## config.mk

```make
export PLATFORM = sky130hd
export DESIGN_NAME = bdp_mac
export DESIGN_NICKNAME = d
export VERILOG_FILES = /design/src/rtl/bdp_pkg.sv /design/src/rtl/bdp_mac.sv
export SDC_FILE = /design/constraint.sdc
export NUM_CORES = 2
export LEC_CHECK = 0
export BUFFER_PORTS_ARGS = -buffer_cell sky130_fd_sc_hd__buf_4
export CORE_MARGIN = 10
export CORE_UTILIZATION = 45
export CTS_CLUSTER_SIZE = 24
export DETAILED_ROUTE_END_ITERATION = 12
export SYNTH_ARGS = -nofsm -noshare
export SYNTH_HDL_FRONTEND = slang
export SYNTH_SLANG_ARGS = --single-unit
```

## constraint.sdc

```tcl
create_clock -name clk -period 11.4 [get_ports clk]
set_input_delay 0.57 -clock clk [delete_from_list [all_inputs] [get_ports clk]]
set_output_delay 0.57 -clock clk [all_outputs]
set_load 0.01 [all_outputs]
```

## src/rtl/bdp_pkg.sv

```systemverilog
package bdp_pkg;

	// field and datapath widths
	localparam int DATA_W    = 61;
	localparam int WORD_W    = 64;
	localparam int HALF_W    = 32;
	localparam int ACC_W     = 128;
	localparam int CFG_IDX_W = 3;

	// register map: each modulus set takes three consecutive indexes
	localparam int NUM_MODULI_DEF = 2;
	localparam int REGS_PER_SET   = 3;
	localparam int MOD_OFS        = 0;
	localparam int RLO_OFS        = 1;
	localparam int RHI_OFS        = 2;
	localparam logic [DATA_W-1:0] MOD_RESET = DATA_W'(2);

	// microcode length and step counter width
	localparam int MC_LEN = 25;
	localparam int STEP_W = 5;

	// multiplier operand sources
	typedef enum logic [1:0] {
		X_A  = 2'd0,
		X_P0 = 2'd1,
		X_P1 = 2'd2,
		X_Q  = 2'd3
	} x_src_t;

	typedef enum logic [1:0] {
		Y_B  = 2'd0,
		Y_R0 = 2'd1,
		Y_R1 = 2'd2,
		Y_N  = 2'd3
	} y_src_t;

	// accumulator update: add, load, or drop the low word then add
	typedef enum logic [1:0] {
		ACC_ADD  = 2'd0,
		ACC_LOAD = 2'd1,
		ACC_SHR  = 2'd2
	} acc_mode_t;

	// control handed to the multiply-accumulate unit
	typedef struct packed {
		logic      en;
		logic [1:0] shift;   // partial product offset in 32-bit units
		acc_mode_t mode;
		logic      save_p;  // capture the 128-bit result as the product a*b
		logic      save_q;  // capture the low word as the quotient estimate
	} mac_ctl_t;

	// one microcode step
	typedef struct packed {
		x_src_t   xs;
		logic     xh;
		y_src_t   ys;
		logic     yh;
		mac_ctl_t ctl;
	} uop_t;

	function automatic uop_t mk(input x_src_t xs, input logic xh, input y_src_t ys,
			input logic yh, input logic [1:0] sh, input acc_mode_t mode,
			input logic sp, input logic sq);
		uop_t u;
		u.xs         = xs;
		u.xh         = xh;
		u.ys         = ys;
		u.yh         = yh;
		u.ctl.en     = 1'b1;
		u.ctl.shift  = sh;
		u.ctl.mode   = mode;
		u.ctl.save_p = sp;
		u.ctl.save_q = sq;
		return u;
	endfunction

	function automatic uop_t nop();
		uop_t u;
		u = '0;
		return u;
	endfunction

	// Barrett sequence as 32x32 partial products:
	//   a*b -> P; zz=P0*R0; mid = zz>>64 + P0*R1 + P1*R0;
	//   q = low(mid>>64 + P1*R1); then low(q*n)
	function automatic uop_t uop(input logic [STEP_W-1:0] idx);
		uop_t u;
		case (idx)
			STEP_W'(0):  u = mk(X_A,  1'b0, Y_B,  1'b0, 2'd0, ACC_LOAD, 1'b0, 1'b0);
			STEP_W'(1):  u = mk(X_A,  1'b0, Y_B,  1'b1, 2'd1, ACC_ADD,  1'b0, 1'b0);
			STEP_W'(2):  u = mk(X_A,  1'b1, Y_B,  1'b0, 2'd1, ACC_ADD,  1'b0, 1'b0);
			STEP_W'(3):  u = mk(X_A,  1'b1, Y_B,  1'b1, 2'd2, ACC_ADD,  1'b1, 1'b0);
			STEP_W'(5):  u = mk(X_P0, 1'b0, Y_R0, 1'b0, 2'd0, ACC_LOAD, 1'b0, 1'b0);
			STEP_W'(6):  u = mk(X_P0, 1'b0, Y_R0, 1'b1, 2'd1, ACC_ADD,  1'b0, 1'b0);
			STEP_W'(7):  u = mk(X_P0, 1'b1, Y_R0, 1'b0, 2'd1, ACC_ADD,  1'b0, 1'b0);
			STEP_W'(8):  u = mk(X_P0, 1'b1, Y_R0, 1'b1, 2'd2, ACC_ADD,  1'b0, 1'b0);
			STEP_W'(9):  u = mk(X_P0, 1'b0, Y_R1, 1'b0, 2'd0, ACC_SHR,  1'b0, 1'b0);
			STEP_W'(10): u = mk(X_P0, 1'b0, Y_R1, 1'b1, 2'd1, ACC_ADD,  1'b0, 1'b0);
			STEP_W'(11): u = mk(X_P0, 1'b1, Y_R1, 1'b0, 2'd1, ACC_ADD,  1'b0, 1'b0);
			STEP_W'(12): u = mk(X_P0, 1'b1, Y_R1, 1'b1, 2'd2, ACC_ADD,  1'b0, 1'b0);
			STEP_W'(13): u = mk(X_P1, 1'b0, Y_R0, 1'b0, 2'd0, ACC_ADD,  1'b0, 1'b0);
			STEP_W'(14): u = mk(X_P1, 1'b0, Y_R0, 1'b1, 2'd1, ACC_ADD,  1'b0, 1'b0);
			STEP_W'(15): u = mk(X_P1, 1'b1, Y_R0, 1'b0, 2'd1, ACC_ADD,  1'b0, 1'b0);
			STEP_W'(16): u = mk(X_P1, 1'b1, Y_R0, 1'b1, 2'd2, ACC_ADD,  1'b0, 1'b0);
			STEP_W'(17): u = mk(X_P1, 1'b0, Y_R1, 1'b0, 2'd0, ACC_SHR,  1'b0, 1'b0);
			STEP_W'(18): u = mk(X_P1, 1'b0, Y_R1, 1'b1, 2'd1, ACC_ADD,  1'b0, 1'b0);
			STEP_W'(19): u = mk(X_P1, 1'b1, Y_R1, 1'b0, 2'd1, ACC_ADD,  1'b0, 1'b1);
			STEP_W'(21): u = mk(X_Q,  1'b0, Y_N,  1'b0, 2'd0, ACC_LOAD, 1'b0, 1'b0);
			STEP_W'(22): u = mk(X_Q,  1'b0, Y_N,  1'b1, 2'd1, ACC_ADD,  1'b0, 1'b0);
			STEP_W'(23): u = mk(X_Q,  1'b1, Y_N,  1'b0, 2'd1, ACC_ADD,  1'b0, 1'b0);
			default:     u = nop();
		endcase
		return u;
	endfunction

endpackage

```

## src/rtl/bdp_mac.sv

```systemverilog
// Shared 32x32 multiplier with a 128-bit accumulator behind it.
// Stage 1 registers the product, stage 2 adds it at its offset.
module bdp_mac (
	input  logic                       clk,
	input  logic                       arst_n,
	input  bdp_pkg::mac_ctl_t          ctl,
	input  logic [bdp_pkg::HALF_W-1:0] x_word,
	input  logic [bdp_pkg::HALF_W-1:0] y_word,
	output logic [bdp_pkg::ACC_W-1:0]  acc,
	output logic [bdp_pkg::ACC_W-1:0]  p,
	output logic [bdp_pkg::WORD_W-1:0] q
);

	bdp_pkg::mac_ctl_t                ctl_s1;
	logic [bdp_pkg::WORD_W-1:0]       prod_s1;
	logic [bdp_pkg::ACC_W-1:0]        acc_q;
	logic [bdp_pkg::ACC_W-1:0]        p_q;
	logic [bdp_pkg::WORD_W-1:0]       q_q;
	logic [bdp_pkg::ACC_W-1:0]        pp_shift;
	logic [bdp_pkg::ACC_W-1:0]        acc_base;
	logic [bdp_pkg::ACC_W-1:0]        acc_d;

	// multiply stage
	always_ff @(posedge clk or negedge arst_n) begin
		if (!arst_n) begin
			ctl_s1 <= '0;
		end else begin
			ctl_s1 <= ctl;
		end
	end

	always_ff @(posedge clk) begin
		if (ctl.en) begin
			prod_s1 <= bdp_pkg::WORD_W'(x_word) * bdp_pkg::WORD_W'(y_word);
		end
	end

	// place the partial product and pick the base
	always_comb begin
		pp_shift = bdp_pkg::ACC_W'(prod_s1) << (ctl_s1.shift * bdp_pkg::HALF_W);
		unique case (ctl_s1.mode)
			bdp_pkg::ACC_LOAD: acc_base = '0;
			bdp_pkg::ACC_SHR:  acc_base = acc_q >> bdp_pkg::WORD_W;
			default:           acc_base = acc_q;
		endcase
		acc_d = acc_base + pp_shift;
	end

	// accumulate stage, with captures of P and q
	always_ff @(posedge clk) begin
		if (ctl_s1.en) begin
			acc_q <= acc_d;
			if (ctl_s1.save_p) begin
				p_q <= acc_d;
			end
			if (ctl_s1.save_q) begin
				q_q <= acc_d[bdp_pkg::WORD_W-1:0];
			end
		end
	end

	assign acc = acc_q;
	assign p   = p_q;
	assign q   = q_q;

endmodule

```

Word-level counts from Yosys, hierarchy flattened

Cells that the tools add are included.

$add $sub $neg: 1
$mul: 1
Equality and inequality tests: 2
Shift operators: 1
Multiplexer cells: 1
Reductions and logical operators: 2

Operator list:

| operator           | number |
|---|---|
| $pmux 128 s2       | 1 |
| $add 128x128->128  | 1 |
| $shl 64x7->128     | 1 |
| $mul 32x32->64     | 1 |
| $reduce_and 2->1   | 2 |
| $eq 2x1->1 const B | 1 |
| $eq 2x2->1 const B | 1 |

Register bits: 391
Input port bits: 73
Logic and storage cells: 17

Depth between registers and ports, before layout

Word-level depth: 3
Gate-level depth with buffers: 29

Worst setup path before layout

OpenSTA, ideal clock, no wires.

Path type: input to register
Start point: input port y_word[2] in the netlist's numbering
End point: register prod_s1[57] in the netlist's numbering, data pin
Library setup time: 0.260 ns
Arrival time: 7.565 ns
Data required time: 11.140 ns
Setup slack: 3.575 ns
Cell stages on the path: 27
Path through: clkbuf_1 > and2_1 > fa_1 > inv_1 > fa_1 > fa_1 > fa_1 > inv_1 > fa_1 > inv_1 > fa_1 > inv_1 > fa_1 > fa_1 > ha_1 > clkbuf_1 > a21o_1 > a21o_1 > a2111oi_0 > a22oi_1 > a221o_1 > a31o_2 > a32o_1 > nor2_1 > o21ai_1 > a21oi_1 > xnor2_1

Word-level cells in the longest chain between the ends: 1

RTL lines:

| item                 | RTL line      | text |
|---|---|---|
| start, declared      | bdp_mac.sv:8  | `input logic [bdp_pkg::HALF_W-1:0] y_word,` |
| $mul 32x32->64       | bdp_mac.sv:34 | `prod_s1 <= bdp_pkg::WORD_W'(x_word) * bdp_pkg::WORD_W'(y_word);` |
| end signal, assigned | bdp_mac.sv:34 |  |
| end, declared        | bdp_mac.sv:15 | `logic [bdp_pkg::WORD_W-1:0] prod_s1;` |

Every way passes these cells.
A chain may end at the register's enable or synchronous reset.

Worst setup path in the final report

Start point: input port y_word[6] in the netlist's numbering
End point: register prod_s1[61] in the netlist's numbering, data pin

The elaborated chain is that of the path after synthesis.

==> impl_metrics.toml <==
[synthesis]
syn-cell-area_um2 = 55600
syn-num-nets = 7064
synth_top_area_share_pct = 32.3
yosysUniqueCellTypes = 80
syn-instance-count = 5703
postSynthAreaPerCell_um2 = 9.75
post-synth-top-area-cell = "fa_1"
synthArstFlopShare_pct = 1.79
synth_common_cells = "inv_1 (903), fa_1 (897), and2_1 (706)"
yosys_warnings = 0
synth_most_common_cell = "inv_1"
ys_top_cells_by_area = "fa_1 (32%), edfxtp_1 (21%), ha_1 (8.8%)"
synth_edf_count = 384
synth_flop_cell = "edfxtp_1"
ys_seq_area_share_pct = 21.1
ys_seq_elements = 391

[global_route]
grt_pass1_wl_um = 281000
grt_usage_pct = 27.0
grt_pass1_vias = 43400
gr-total-overflow = 0
grt_max_degree = 75
antenna_found_initial = 4

[sta]
finalSetupTns_ns = 0
maxSlewViolCount = 0
post-route-period-util_pct = 71.9
clock_skew_ns = 0.0352
rsz0062_at_grt = "no"
worstMarginPinSlew_ns = 1.03
slew_headroom_pct = 29.4
post-route-min-period_ns = 8.20
fmax_mhz = 122
hold_viol = 0
setup_viol = 0

[clocking]
cts_tree = "yes"
clock-root-buffer = "clkbuf_16"
post_cts_resized = 0
insertion_delay_ns = 0.60
postCtsSetupBuffers = 0
cts_buffer_depth = 3
clk_pin_slew_ns = 0.06
cts_sinks = 391
htreeDepth = 2
numCtsBuffers = 38

[drt]
wl_per_cell_um = 25.2
dr_total_vias = 41600
top_layer = "met5"
dr_wl_met3_um = 11800
drtIter0Drc = 3492
wl_met1_um = 74800
postRouteAntennaNets = 0
route.met2.wl_um = 92200
drc = 0
dr.pass1.iters = 5
via_per_inst = 5.57
wl_um = 188000

[floorplan]
dieArea_um2 = 138000
initial_utilization_pct = 45.5
num_rows = 128
core_area_um2 = 122000
fp.dieH_um = 371
io_pins = 393
die_w_um = 371

[setup_path]
cp.required_ns = 11.72
timing.rr.start = "ctl_s1[3]"
crit_arrival_ns = 8.52
worstSetupPathType = "input port to flip-flop"
rr_worst_depth = 17
r2r_end = "acc[122]"
cp-start-kind = "input port"
regToRegSetupSlack_ns = 4.90
setup.worst_path.end_class = "flip-flop"
crit_fanout = 32

[hold_path]
whs_endpoint = "ctl_s1[5]"
hp-start = "ctl[5]"
hold_class = "input port to flip-flop"
min_path_cells = 1

[place]
globalplace.congestion = 0.982
place_hpwl_um = 150000
portBuffers = 392

[final_layout]
area.growth.synth_to_final_pct = 9.24
design.final.nets = 7183
drive_gt1_share_pct = 8.46
fillCellCount = 11400

[run]
maxCapViolations = 0

[outcome]
status = "completed"
## per-layer routing
metal | track usage (%) | vias up
met4 | 11.6 | 4
met1 | 34.4 | 21200
met3 | 2.88 | 340
met2 | 46.4 | 1621
met5 | 0 | -
li1 | - | 18500
## cells in the final DEF (no fill, tap or decap), drive strengths merged, types with 6 or more instances in the layout
master,count
a2111oi,6
a211o,6
a211oi,13
a21boi,8
a21o,102
a21oi,250
a221o,8
a221oi,8
a22o,95
a31oi,27
and2,708
and3,22
and4,8
buf,407
clkbuf,45
clkinv,15
dfrtp,7
edfxtp,384
fa,897
ha,391
inv,907
mux2i,33
nand2,604
nand2b,15
nand3,38
nand4,78
nor2,165
nor2b,52
nor3,24
nor4,10
o211ai,9
o21a,27
o21ai,141
o21bai,61
o31ai,11
or2,10
or3,8
xnor2,107
xor2,78
## cells by family (layout without fill, tap and decap cells)
| kind of cell | Yosys count | after routing | share of synthesized area [%] |
|---|---|---|---|
| and+or+nand+nor | 1752 | 1752 | 16.2 |
| other | 0 | 4 | 0 |
| muxes | 34 | 34 | 0.614 |
| adders and majority gates | 1288 | 1288 | 41.1 |
| buffers and inverters | 1232 | 1381 | 8.35 |
| xor gates and xnor gates | 185 | 185 | 2.91 |
| AOI/OAI and AO/OA | 821 | 821 | 9.75 |
| DFF | 391 | 391 | 21.1 |
## sequential cells by signal, summed over array words and instances, names as in the netlist
register / cells
acc: 128
p: 128
ctl_s1: 7
q: 64
prod_s1: 64
## through the flow
stage / worst slack, ns / area [um2] / hold slack [ns] / utilization [%] / std cells
floorplan: 3.58 / 55600 / 0.274 / - / 5703
global placement: 2.71 / 59500 / 0.387 / 48.7 / 7406
detailed placement: 2.56 / 59500 / 0.388 / 48.7 / 7406
CTS: 3.18 / 60700 / 0.0703 / 49.7 / 7477
global route: 2.77 / 60700 / 0.0794 / 49.7 / 7477
finish: 3.20 / 60700 / 0.0900 / 49.7 / 7481
## worst max-delay path, cell delays in order
cell	delay, ns
buf_4	0.38
and2_1	0.22
fa_1	0.44
fa_1	0.49
fa_1	0.54
inv_1	0.06
fa_1	0.47
inv_1	0.05
fa_1	0.50
inv_1	0.07
fa_1	0.53
inv_1	0.05
fa_1	0.50
fa_1	0.42
ha_1	0.39
a21oi_1	0.22
a32oi_1	0.15
a221o_1	0.34
a221oi_1	0.82
o311ai_1	0.30
o21a_1	0.27
a311oi_1	0.40
o41ai_1	0.15
xor2_1	0.16
## how the worst max path moves through the flow
stage / slack (ns) / end / from / cells past startpoint
floorplan: 3.58 / prod_s1[57] / y_word[2] / 27
global placement: 2.71 / prod_s1[61] / y_word[6] / 24
detailed placement: 2.56 / prod_s1[61] / y_word[6] / 24
CTS: 3.18 / prod_s1[61] / y_word[6] / 24
global route: 2.77 / prod_s1[57] / y_word[8] / 27
finish: 3.20 / prod_s1[61] / y_word[6] / 24
## area by class of cell
| cell class | count | area (um2) | area share, % |
|---|---|---|---|
| clock inverters | 25 | 258 | 0.424 |
| diodes | 4 | 10.0 | 0.0165 |
| repair buffers | 408 | 3070 | 5.05 |
| clock buffers | 45 | 987 | 1.63 |
| well taps | 1625 | 2030 | 3.35 |
| multi-input cells | 4080 | 39300 | 64.7 |
| inverters | 903 | 3390 | 5.58 |
| flip-flops and latches | 391 | 11700 | 19.3 |
## what timing repair did
action,in CTS,in global routing
endpoints found under the setup margin,0,0
hold buffers,1,0
endpoints found under the hold margin,7,0
Power is left out: the tool's default activity adds up to more than one toggle a clock period on the data nets, which glitch-free logic cannot reach.
